[config.mk]
export PLATFORM = sky130hd
export DESIGN_NAME = two_class_weighted_round_robin_picker_core
export DESIGN_NICKNAME = d
export VERILOG_FILES = /design/src/sv/twrr_pkg.sv /design/src/sv/twrr_mod_unit.sv /design/src/sv/two_class_weighted_round_robin_picker_core.sv
export VERILOG_INCLUDE_DIRS = /design/src /design/src/sv
export SDC_FILE = /design/constraint.sdc
export NUM_CORES = 1
export LEC_CHECK = 0
export ABC_AREA = 0
export BUFFER_PORTS_ARGS = -buffer_cell sky130_fd_sc_hd__buf_4
export CORE_MARGIN = 1.5
export CORE_UTILIZATION = 45
export CTS_CLUSTER_DIAMETER = 120
export DETAILED_ROUTE_END_ITERATION = 10
export SKIP_CTS_REPAIR_TIMING = 1
export SLEW_MARGIN = 20
export SYNTH_ARGS = -nofsm -noshare
export SYNTH_HDL_FRONTEND = slang
export SYNTH_SLANG_ARGS = --single-unit
export TNS_END_PERCENT = 50
[constraint.sdc]
create_clock -name clk -period 10.6 [get_ports clk]
set_clock_uncertainty 0.15 [all_clocks]
set_input_delay 1.06 -clock clk [delete_from_list [all_inputs] [get_ports clk]]
set_output_delay 1.06 -clock clk [all_outputs]
set_load 0.01 [all_outputs]
[src/sv/two_class_weighted_round_robin_picker_core_macros.svh]
// Assertion macros for the two-class weighted round-robin picker.
// Used by two_class_weighted_round_robin_picker_core.sv; expects clk and rst_n in scope.
`ifndef TWO_CLASS_WEIGHTED_ROUND_ROBIN_PICKER_CORE_MACROS_SVH
`define TWO_CLASS_WEIGHTED_ROUND_ROBIN_PICKER_CORE_MACROS_SVH

`ifndef SYNTHESIS

// Check a property on every rising clock edge outside of reset.
`define TWRR_ASSERT(lbl, prop, msg) \
    lbl: assert property (@(posedge clk) disable iff (!rst_n) prop) else $error(msg);

// Check that a condition implies a consequence in the same cycle.
`define TWRR_ASSERT_IMPLY(lbl, ante, cons, msg) \
    lbl: assert property (@(posedge clk) disable iff (!rst_n) (ante) |-> (cons)) else $error(msg);

`else

`define TWRR_ASSERT(lbl, prop, msg)
`define TWRR_ASSERT_IMPLY(lbl, ante, cons, msg)

`endif

`endif

[src/sv/twrr_pkg.sv]
// Shared types and constants of the two-class weighted round-robin picker.
// No dependencies; used by twrr_mod_unit and the top level.
`timescale 1ns / 1ps

package twrr_pkg;

    localparam int PTR_W     = 6;   // round-robin pointer width
    localparam int CNT_W     = 7;   // per-class runnable count (up to 64)
    localparam int SLOT_W    = 6;   // granted slot index width
    localparam int GRANT_W   = 32;  // saturating grant counters
    localparam int WEIGHT_W  = 8;
    localparam int STEP_W    = 3;   // remainder unit step counter
    localparam int TRIAL_W   = CNT_W + PTR_W - 1;
    localparam int LIMIT_W   = WEIGHT_W + GRANT_W;
    localparam int MASK_W    = 64;  // width of each mask field on the input

    localparam logic [WEIGHT_W-1:0] WEIGHT_RESET = 8'd9;
    localparam logic [GRANT_W-1:0]  GRANT_MAX    = '1;

    typedef struct packed {
        logic             done;
        logic [PTR_W-1:0] rem;
    } mod_rsp_t;

endpackage

[src/sv/twrr_mod_unit.sv]
// Iterative remainder unit: pointer mod count, one restoring step per cycle.
// Depends on twrr_pkg.
`timescale 1ns / 1ps

module twrr_mod_unit
(
    input  logic                         clk,
    input  logic                         rst_n,
    input  logic                         start,
    input  logic [twrr_pkg::PTR_W-1:0]   dividend,
    input  logic [twrr_pkg::CNT_W-1:0]   divisor,
    output twrr_pkg::mod_rsp_t           rsp
);

    logic                          busy_reg;
    logic                          busy_next;
    logic                          done_reg;
    logic                          done_next;
    logic [twrr_pkg::STEP_W-1:0]   step_reg;
    logic [twrr_pkg::STEP_W-1:0]   step_next;
    logic [twrr_pkg::PTR_W-1:0]    rem_reg;
    logic [twrr_pkg::PTR_W-1:0]    rem_next;
    logic [twrr_pkg::CNT_W-1:0]    div_reg;
    logic [twrr_pkg::CNT_W-1:0]    div_next;
    logic [twrr_pkg::TRIAL_W-1:0]  trial;

    // divisor shifted to the weight of the current quotient bit
    assign trial = twrr_pkg::TRIAL_W'(div_reg) << step_reg;

    always_comb
    begin
        busy_next = busy_reg;
        done_next = 1'b0;
        step_next = step_reg;
        rem_next  = rem_reg;
        div_next  = div_reg;
        if (start)
        begin
            busy_next = 1'b1;
            step_next = twrr_pkg::STEP_W'(twrr_pkg::PTR_W - 1);
            rem_next  = dividend;
            div_next  = divisor;
        end
        else if (busy_reg)
        begin
            if (twrr_pkg::TRIAL_W'(rem_reg) >= trial)
            begin
                rem_next = rem_reg - trial[twrr_pkg::PTR_W-1:0];
            end
            if (step_reg == '0)
            begin
                busy_next = 1'b0;
                done_next = 1'b1;
            end
            else
            begin
                step_next = step_reg - twrr_pkg::STEP_W'(1);
            end
        end
    end

    always_ff @(posedge clk or negedge rst_n)
    begin
        if (!rst_n)
        begin
            busy_reg <= 1'b0;
            done_reg <= 1'b0;
            step_reg <= '0;
        end
        else
        begin
            busy_reg <= busy_next;
            done_reg <= done_next;
            step_reg <= step_next;
        end
    end

    always_ff @(posedge clk)
    begin
        rem_reg <= rem_next;
        div_reg <= div_next;
    end

    assign rsp.done = done_reg;
    assign rsp.rem  = rem_reg;

endmodule

[src/sv/two_class_weighted_round_robin_picker_core.sv]
// Each round runs a one-slot-per-cycle mask scan to count the classes, the 6-step
// remainder unit on the winning pointer and a second scan to the chosen slot; when nothing
// is runnable, the remainder unit and the second scan are skipped.
// Throughput: one scheduling round at a time; the next input is taken in the cycle after the
// result is loaded into the output register, even while that result still waits.
// Reset (rst_n, async, active low): pointers and grant counters clear, weight 9, no result.
`timescale 1ns / 1ps
`include "two_class_weighted_round_robin_picker_core_macros.svh"

module two_class_weighted_round_robin_picker_core
#(
    parameter int SLOTS = 64
)
(
    input  logic         clk,
    input  logic         rst_n,
    // configuration: fg_weight
    input  logic         cfg_we,
    input  logic [7:0]   cfg_wdata,
    // input round
    input  logic         s_axis_tvalid,
    output logic         s_axis_tready,
    input  logic [127:0] s_axis_tdata,   // [63:0] runnable_mask, [127:64] background_mask
    // result
    output logic         m_axis_tvalid,
    input  logic         m_axis_tready,
    output logic [7:0]   m_axis_tdata,   // [0] grant_valid, [6:1] grant_slot, [7] zero
    output logic         m_axis_tuser    // [0] grant_background
);

    localparam int IDX_W = $clog2(SLOTS);

    typedef enum logic [6:0]
    {
        ST_IDLE   = 7'b0000001,
        ST_COUNT  = 7'b0000010,
        ST_MULT   = 7'b0000100,
        ST_DECIDE = 7'b0001000,
        ST_MODW   = 7'b0010000,
        ST_SELECT = 7'b0100000,
        ST_FINISH = 7'b1000000
    } state_t;

    // control state
    state_t                              state_reg, state_next;
    logic [IDX_W-1:0]                    idx_reg, idx_next;
    logic [twrr_pkg::CNT_W-1:0]          fg_cnt_reg, fg_cnt_next;
    logic [twrr_pkg::CNT_W-1:0]          bg_cnt_reg, bg_cnt_next;
    logic [twrr_pkg::PTR_W-1:0]          seen_reg, seen_next;
    logic [twrr_pkg::PTR_W-1:0]          fg_pointer_reg, fg_pointer_next;
    logic [twrr_pkg::PTR_W-1:0]          bg_pointer_reg, bg_pointer_next;
    logic [twrr_pkg::GRANT_W-1:0]        fg_grants_reg, fg_grants_next;
    logic [twrr_pkg::GRANT_W-1:0]        bg_grants_reg, bg_grants_next;
    logic [twrr_pkg::WEIGHT_W-1:0]       weight_reg, weight_next;
    logic                                m_tvalid_reg, m_tvalid_next;

    // payload
    logic [SLOTS-1:0]                    run_reg, run_next;
    logic [SLOTS-1:0]                    bgm_reg, bgm_next;
    logic [twrr_pkg::LIMIT_W-1:0]        limit_reg, limit_next;
    logic                                cls_bg_reg, cls_bg_next;
    logic [twrr_pkg::CNT_W-1:0]          sel_cnt_reg, sel_cnt_next;
    logic [twrr_pkg::PTR_W-1:0]          pos_reg, pos_next;
    logic                                res_valid_reg, res_valid_next;
    logic [twrr_pkg::SLOT_W-1:0]         res_slot_reg, res_slot_next;
    logic                                res_bg_reg, res_bg_next;
    logic [twrr_pkg::SLOT_W-1:0]         out_slot_reg, out_slot_next;
    logic                                out_valid_reg, out_valid_next;
    logic                                out_bg_reg, out_bg_next;

    // datapath helpers
    logic                                fg_wins;
    logic                                mod_start;
    logic [twrr_pkg::PTR_W-1:0]          mod_dividend;
    logic [twrr_pkg::CNT_W-1:0]          mod_divisor;
    twrr_pkg::mod_rsp_t                  mod_rsp;
    logic                                slot_hit;
    logic [twrr_pkg::CNT_W-1:0]          pos_inc;
    logic [twrr_pkg::PTR_W-1:0]          ptr_wrap;
    logic                                out_free;

    // Foreground wins when it has entries and either background is empty, it is still
    // under its first weight worth of grants, or it trails weight times the background grants.
    assign fg_wins = (fg_cnt_reg != '0) &&
                     ((bg_cnt_reg == '0) ||
                      (fg_grants_reg < twrr_pkg::GRANT_W'(weight_reg)) ||
                      (twrr_pkg::LIMIT_W'(fg_grants_reg) < limit_reg));

    // Remainder unit takes the winning class's pointer and runnable count.
    assign mod_start    = (state_reg == ST_DECIDE) &&
                          ((fg_cnt_reg != '0) || (bg_cnt_reg != '0));
    assign mod_dividend = fg_wins ? fg_pointer_reg : bg_pointer_reg;
    assign mod_divisor  = fg_wins ? fg_cnt_reg : bg_cnt_reg;

    twrr_mod_unit u_mod
    (
        .clk      (clk),
        .rst_n    (rst_n),
        .start    (mod_start),
        .dividend (mod_dividend),
        .divisor  (mod_divisor),
        .rsp      (mod_rsp)
    );

    // Slot under the scan belongs to the winning class and is runnable.
    assign slot_hit = run_reg[idx_reg] && (bgm_reg[idx_reg] == cls_bg_reg);

    // Advance the class pointer, wrapping at the class count.
    assign pos_inc  = twrr_pkg::CNT_W'(pos_reg) + twrr_pkg::CNT_W'(1);
    assign ptr_wrap = (pos_inc == sel_cnt_reg) ? '0 : pos_inc[twrr_pkg::PTR_W-1:0];

    // Output register can take a new result when empty or being drained.
    assign out_free = !m_tvalid_reg || m_axis_tready;

    always_comb
    begin
        state_next      = state_reg;
        idx_next        = idx_reg;
        fg_cnt_next     = fg_cnt_reg;
        bg_cnt_next     = bg_cnt_reg;
        seen_next       = seen_reg;
        fg_pointer_next = fg_pointer_reg;
        bg_pointer_next = bg_pointer_reg;
        fg_grants_next  = fg_grants_reg;
        bg_grants_next  = bg_grants_reg;
        weight_next     = weight_reg;
        m_tvalid_next   = m_tvalid_reg;
        run_next        = run_reg;
        bgm_next        = bgm_reg;
        limit_next      = limit_reg;
        cls_bg_next     = cls_bg_reg;
        sel_cnt_next    = sel_cnt_reg;
        pos_next        = pos_reg;
        res_valid_next  = res_valid_reg;
        res_slot_next   = res_slot_reg;
        res_bg_next     = res_bg_reg;
        out_slot_next   = out_slot_reg;
        out_valid_next  = out_valid_reg;
        out_bg_next     = out_bg_reg;

        // configuration write lands at any time; hold otherwise
        if (cfg_we)
        begin
            weight_next = cfg_wdata;
        end

        // drop the pending result once the downstream takes it
        if (m_tvalid_reg && m_axis_tready)
        begin
            m_tvalid_next = 1'b0;
        end

        case (state_reg)
            ST_IDLE:
            begin
                if (s_axis_tvalid)
                begin
                    run_next    = s_axis_tdata[SLOTS-1:0];
                    bgm_next    = s_axis_tdata[twrr_pkg::MASK_W +: SLOTS];
                    idx_next    = '0;
                    fg_cnt_next = '0;
                    bg_cnt_next = '0;
                    state_next  = ST_COUNT;
                end
            end
            ST_COUNT:
            begin
                // one slot per cycle into the class counters
                if (run_reg[idx_reg])
                begin
                    if (bgm_reg[idx_reg])
                    begin
                        bg_cnt_next = bg_cnt_reg + twrr_pkg::CNT_W'(1);
                    end
                    else
                    begin
                        fg_cnt_next = fg_cnt_reg + twrr_pkg::CNT_W'(1);
                    end
                end
                if (idx_reg == IDX_W'(SLOTS - 1))
                begin
                    state_next = ST_MULT;
                end
                else
                begin
                    idx_next = idx_reg + IDX_W'(1);
                end
            end
            ST_MULT:
            begin
                limit_next = twrr_pkg::LIMIT_W'(weight_reg) * twrr_pkg::LIMIT_W'(bg_grants_reg);
                state_next = ST_DECIDE;
            end
            ST_DECIDE:
            begin
                res_valid_next = 1'b0;
                res_slot_next  = '0;
                res_bg_next    = 1'b0;
                cls_bg_next    = !fg_wins;
                sel_cnt_next   = mod_divisor;
                if (mod_start)
                begin
                    state_next = ST_MODW;
                end
                else
                begin
                    // nothing runnable: empty result, no state change
                    state_next = ST_FINISH;
                end
            end
            ST_MODW:
            begin
                if (mod_rsp.done)
                begin
                    pos_next   = mod_rsp.rem;
                    idx_next   = '0;
                    seen_next  = '0;
                    state_next = ST_SELECT;
                end
            end
            ST_SELECT:
            begin
                // walk to the pos-th runnable slot of the winning class
                if (slot_hit && (seen_reg == pos_reg))
                begin
                    res_valid_next = 1'b1;
                    res_slot_next  = twrr_pkg::SLOT_W'(idx_reg);
                    res_bg_next    = cls_bg_reg;
                    if (cls_bg_reg)
                    begin
                        bg_pointer_next = ptr_wrap;
                        if (bg_grants_reg != twrr_pkg::GRANT_MAX)
                        begin
                            bg_grants_next = bg_grants_reg + twrr_pkg::GRANT_W'(1);
                        end
                    end
                    else
                    begin
                        fg_pointer_next = ptr_wrap;
                        if (fg_grants_reg != twrr_pkg::GRANT_MAX)
                        begin
                            fg_grants_next = fg_grants_reg + twrr_pkg::GRANT_W'(1);
                        end
                    end
                    state_next = ST_FINISH;
                end
                else
                begin
                    if (slot_hit)
                    begin
                        seen_next = seen_reg + twrr_pkg::PTR_W'(1);
                    end
                    idx_next = idx_reg + IDX_W'(1);
                end
            end
            ST_FINISH:
            begin
                // hold until the output register frees up
                if (out_free)
                begin
                    out_valid_next = res_valid_reg;
                    out_slot_next  = res_slot_reg;
                    out_bg_next    = res_bg_reg;
                    m_tvalid_next  = 1'b1;
                    state_next     = ST_IDLE;
                end
            end
            default:
            begin
                state_next = ST_IDLE;
            end
        endcase
    end

    always_ff @(posedge clk or negedge rst_n)
    begin
        if (!rst_n)
        begin
            state_reg      <= ST_IDLE;
            idx_reg        <= '0;
            fg_cnt_reg     <= '0;
            bg_cnt_reg     <= '0;
            seen_reg       <= '0;
            fg_pointer_reg <= '0;
            bg_pointer_reg <= '0;
            fg_grants_reg  <= '0;
            bg_grants_reg  <= '0;
            weight_reg     <= twrr_pkg::WEIGHT_RESET;
            m_tvalid_reg   <= 1'b0;
        end
        else
        begin
            state_reg      <= state_next;
            idx_reg        <= idx_next;
            fg_cnt_reg     <= fg_cnt_next;
            bg_cnt_reg     <= bg_cnt_next;
            seen_reg       <= seen_next;
            fg_pointer_reg <= fg_pointer_next;
            bg_pointer_reg <= bg_pointer_next;
            fg_grants_reg  <= fg_grants_next;
            bg_grants_reg  <= bg_grants_next;
            weight_reg     <= weight_next;
            m_tvalid_reg   <= m_tvalid_next;
        end
    end

    always_ff @(posedge clk)
    begin
        run_reg       <= run_next;
        bgm_reg       <= bgm_next;
        limit_reg     <= limit_next;
        cls_bg_reg    <= cls_bg_next;
        sel_cnt_reg   <= sel_cnt_next;
        pos_reg       <= pos_next;
        res_valid_reg <= res_valid_next;
        res_slot_reg  <= res_slot_next;
        res_bg_reg    <= res_bg_next;
        out_valid_reg <= out_valid_next;
        out_slot_reg  <= out_slot_next;
        out_bg_reg    <= out_bg_next;
    end

    assign s_axis_tready = (state_reg == ST_IDLE);
    assign m_axis_tvalid = m_tvalid_reg;
    assign m_axis_tdata  = {1'b0, out_slot_reg, out_valid_reg};
    assign m_axis_tuser  = out_bg_reg;

    // an empty grant carries a zero slot and the foreground class
    `TWRR_ASSERT_IMPLY(a_empty_grant_zero, m_axis_tvalid && !m_axis_tdata[0], (m_axis_tdata[6:1] == '0) && !m_axis_tuser, "empty grant with nonzero slot or class")
    // the selection scan never runs past the target position
    `TWRR_ASSERT_IMPLY(a_scan_bound, state_reg == ST_SELECT, seen_reg <= pos_reg, "selection scan passed its target")
    // remainder is always below the class count
    `TWRR_ASSERT_IMPLY(a_rem_bound, mod_rsp.done, twrr_pkg::CNT_W'(mod_rsp.rem) < sel_cnt_reg, "remainder not below class count")
    // grant counters move by at most one per cycle
    `TWRR_ASSERT(a_fg_step, 1'b1 |=> ((fg_grants_reg == $past(fg_grants_reg)) || (fg_grants_reg == $past(fg_grants_reg) + 32'd1)), "foreground grant counter jumped")
    `TWRR_ASSERT(a_bg_step, 1'b1 |=> ((bg_grants_reg == $past(bg_grants_reg)) || (bg_grants_reg == $past(bg_grants_reg) + 32'd1)), "background grant counter jumped")

endmodule

* Word level (Yosys, flattened, before mapping) *
Index checks and enable logic that the tools add are counted.

word-level totals
  word-level logic and storage cells = 155
  register bits = 334

operators by class
  add/sub/neg operators = 9
  bitwise operators = 1
  reduce and logical (&&, ||, !) cells = 36
  shifts and indexed selects = 1
  equality and inequality tests = 25
  multipliers = 1
  mux-type cells = 50
  $lt $le $gt $ge = 4

operators by type and width
  kind                   number
  $mux 7                 12
  $mux 6                 12
  $add 32x1->32 const B  2
  $ne 32x32->1 const B   2
  $pmux 7 s7             1
  $lt 32x40->1           1
  $mul 8x32->40          1
  $lt 32x8->1            1
  $pmux 7 s2             2
  $pmux 6 s2             2
  $pmux 6 s4             1
  $ne 2x2->1 const B     11
  $reduce_and 4->1       5
  $add 7x1->7 const B    2
  $reduce_bool 7->1      2
  $mux 1                 13
  $add 6x1->6 const B    2
  $bmux 1 s6             2
  $ge 6x12->1            1
  $reduce_and 2->1       6
  $shl 7x3->12           1
  $reduce_and 5->1       2
  $reduce_bool 2->1      5
  $mux 3                 3
  25 further kinds       35

* Logic depth before layout (Yosys ltp) *
  depth in word-level cells = 7
  depth in mapped cells = 19
  gate-level depth less buffers = 19

* Cells and area by module *
From an unflattened synthesis, not the netlist that was laid out.

second synthesis, totals
  cell total of the unflattened synthesis = 2132
  area total of the unflattened synthesis = 23618.9 sq um

modules (own cells, without submodules)
  module                                      cells an instance  seq. area each (sq um)  instances  area an instance (sq um)
  two_class_weighted_round_robin_picker_core  2017               8902.3                  1          22451.5
  twrr_mod_unit                               115                515.5                   1          1167.4

* Least setup slack after synthesis *
No wires, ideal clock.

  kind = register to register
  start point = register weight_reg[3] (netlist name)
  end point = register limit_reg[38] (netlist name), data pin
  period minus slack after synthesis = 5.436 ns
  library setup time = 0.264 ns
  arrival time = 5.023 ns
  path slack = 5.164 ns
  path buffers = 1
  data required time = 10.186 ns
  cell stages (with the launch flop) = 19
  path through = dfstp_2 > clkbuf_1 > nand2_1 > fa_1 > fa_1 > inv_1 > fa_1 > inv_1 > fa_1 > inv_1 > ha_1 > or3_1 > a2111o_1 > and4_1 > o211a_1 > nor2_1 > o31ai_1 > a221oi_1 > xnor2_1

between the ends
  word-level cells in the longest chain between the ends = 1

RTL lines
  element                 RTL line                                           source
  from (decl)             two_class_weighted_round_robin_picker_core.sv:54   logic [twrr_pkg::WEIGHT_W-1:0] weight_reg, weight_next;
  from (signal assigned)  two_class_weighted_round_robin_picker_core.sv:288  weight_reg <= twrr_pkg::WEIGHT_RESET;
  from (signal assigned)  two_class_weighted_round_robin_picker_core.sv:302  weight_reg <= weight_next;
  $mul 8x32->40           two_class_weighted_round_robin_picker_core.sv:191  limit_next = twrr_pkg::LIMIT_W'(weight_reg) * twrr_pkg::LIMIT_W'(bg_grants_reg);
  to (signal assigned)    two_class_weighted_round_robin_picker_core.sv:311  limit_reg <= limit_next;
  to (decl)               two_class_weighted_round_robin_picker_core.sv:60   logic [twrr_pkg::LIMIT_W-1:0] limit_reg, limit_next;

No other way between the ends.
A chain may end at the register's enable or synchronous reset.

* Final worst setup path *
  start point = register weight_reg[6] (netlist name)
  end point = register limit_reg[37] (netlist name), data pin

Same word-level chain as after synthesis.

==> summary.txt <==
Outcome
  • Status: completed

Power
  • Pwr Density: 141 nW/um^2
  • Max VDD drop: 111 uV
  • Tot Pwr: 3.77 mW
  • Leakage: 12.1 nW

Logic synthesis
  • Compound-Gate Fraction of Synth Area: 7.94%
  • Seq/Total Area, Yosys: 39.9%
  • Synth Area per Inst: 10.8 um^2
  • Mapped Nets: 2627
  • Share of the synthesized area in the top cell type: 26.8%
  • Post-synthesis mux area share: 4.00%
  • Synth unique cells: 74
  • Synth Register Bits: 334
  • EDFF count, synth: 211
  • Simple-gate area share of the yosys netlist: 16.9%
  • Area share of fa/ha/maj cells after synthesis: 21.4%
  • Synth cell count leaders: inv_1 (261), edfxtp_1 (211), fa_1 (181), and2_1 (172)
  • Most used DFF post-synth: edfxtp_1
  • Gate Count Post-Synth: 2190
  • Ys async rst share: 36.8%
  • Main combinational cell family by area after synthesis: adder cells
  • Area contributors post-synth: edfxtp_1 (27%), fa_1 (15%), dfrtp_1 (13%)
  • Mapped Area: 23600 um^2
  • Top-count cell post-synth: inv_1
  • Yosys Warn Count: 0
  • Largest area contributor in the netlist: edfxtp_1
  • Post-synthesis xor/xnor area fraction: 4.00%

Place
  • Final Wtd Congestion: 0.911
  • DP Area: 25300 um^2
  • IO buf count: 150
  • Inst Count DP: 2942
  • Post-detail-place hpwl: 44600 um
  • Dpl ws: 4160 ps

STA
  • Post-route minimum period: 6600 ps
  • FMAX: 0.151 GHz
  • Setup WS post-layout: 4000 ps
  • Final setup TNS: 0 ps
  • Max Transition Viols Final: 0
  • Fin crit share: 62.3%
  • RSZ-0062 raised after global routing: false
  • Final Hold Slack: 267 ps
  • Worst slew pin tran: 1080 ps
  • Slew headroom: 27.7%
  • Final Hold Fails: 0
  • Final setup fails: 0

Clocking
  • Cts bufs inserted: 39
  • Clock root buffer: clkbuf_16
  • Htree depth: 2
  • Worst-path clk slew: 60 ps
  • Clk_lat worst skew: 580 ps
  • Max clock buf depth: 3
  • CTS tree: done
  • TritonCTS Sinks: 334

Setup path
  • Critical path class: reg -> reg
  • Critical path startpoint: weight_reg[6]$_DFFE_PN0P_
  • Startpoint Class: register
  • Maximum net fanout on the critical path: 26
  • Worst R2R Start: weight_reg[6]$_DFFE_PN0P_
  • CP Capture Type: register
  • WP data required: 10750 ps
  • Critical path arrival: 6750 ps

Drt
  • WL final: 58900 um
  • Wirelength per Cell: 19.6 um
  • Initial DRC Count: 1199
  • Routed vias/inst: 5.45
  • Remaining antenna violation count after routing: 0
  • Residual DRC: 0
  • Initial DRT Pass Iterations: 5
  • Vias post-DR: 16400

Final layout
  • Layout area overhead: 12.8%
  • Diode count: 0
  • Final cell count without fillers: 3013
  • Share of post-route cells with drive strength above 1: 12.6%
  • Final Cell Area: 26700 um^2
  • Filler instances: 4565
  • Layout Nets: 2740
  • Layout Utilization: 51.6%

Min path
  • Hold Startpoint: res_slot_reg[1]$_SDFFCE_PN0P_
  • Worst min path class: reg -> reg

Global route
  • Vias in the first global route: 17000
  • Overall routing resource usage: 22.4%
  • Largest net degree at the start of global routing: 86
  • First-pass GRT wire length: 94200 um
  • Initial antenna violation count: 0
  • Overflow after GRT: 0

Floorplanning
  • Chip width: 232 um
  • Total core area: 51600 um^2
  • Core Rows: 83
  • Starting Density: 45.8%
  • # IOs: 152
  • Die area: 53900 um^2
  • Die Y: 232 um

Flow run
  • Max-cap violations: 0
-- cell families after synthesis --
group / after synthesis
AND/OR/NAND/NOR: 748
AO/OA/AOI/OAI: 280
flip-flops: 334
XOR/XNOR: 108
buffers and inverters: 357
multiplexers: 66
other: 1
adder cells (fa/ha/maj): 296
-- final cells by class --
| cell class | count | area (um^2) | share of cell area [%] |
|---|---|---|---|
| inverters | 271 | 1020 | 3.83 |
| clock inverters | 20 | 194 | 0.728 |
| clock buffers | 51 | 1120 | 4.22 |
| multi-input cells | 1499 | 12900 | 48.2 |
| well taps | 680 | 851 | 3.19 |
| flip-flops and latches | 334 | 9420 | 35.3 |
| repair buffers | 158 | 1190 | 4.46 |
-- report_power, final --
group	internal (mW)	switching, mW
combinational	0.280	0.438
sequential	1.59	0.0867
clock	0.804	0.570
total	2.67	1.10
-- routing by layer --
metal	share of wire [%]	vias to the layer above	GRT usage, %
met5	0	-	0
met3	5.0	102	4.36
met2	47	364	35.9
met1	45	8225	30.5
li1	-	7744	-
met4	2.8	0	7.02
-- critical path: stages, from the launching register on --
cell       delay [ps]
dfrtp_1           860
clkinv_1          590
nor2_1            280
fa_1              470
fa_1              520
fa_1              550
inv_1              50
fa_1              520
inv_1              40
ha_1              390
or3_1             410
o211ai_1          150
a2bb2oi_1         260
a31oi_1           280
a2111oi_0         530
nor3_1            130
xor2_1            160
-- cells in the final DEF (no fill, tap or decap), drive strengths merged, types with 13 or more instances in the layout --
master,n
inv,263
edfxtp,211
fa,181
and2,172
buf,158
nor2,137
nand2,136
dfrtp,120
ha,115
o21ai,76
xnor2,65
nand3,60
clkbuf,51
a21oi,47
xor2,43
nand4,38
nor3,36
nor4,34
mux2i,27
a21o,27
and3,26
clkinv,24
mux4,21
nand2b,20
nor2b,20
mux2,18
or2,14
and4,13
-- worst paths after layout --
kind                                                      end  slack [ps]  depth (start not counted)
worst max-delay path                  limit_reg[37]$_DFFE_PP_        4000                         16
min in group asynchronous              idx_reg[4]$_DFFE_PN0P_         350                          1
worst min-delay path                out_slot_reg[1]$_DFFE_PP_         270                          0
worst max register to register        limit_reg[37]$_DFFE_PP_        4000                         16
max in group asynchronous       bg_grants_reg[24]$_DFFE_PN0P_        8680                          2
worst min register to register      out_slot_reg[1]$_DFFE_PP_         270                          0
(Power assumes the default switching activity.)
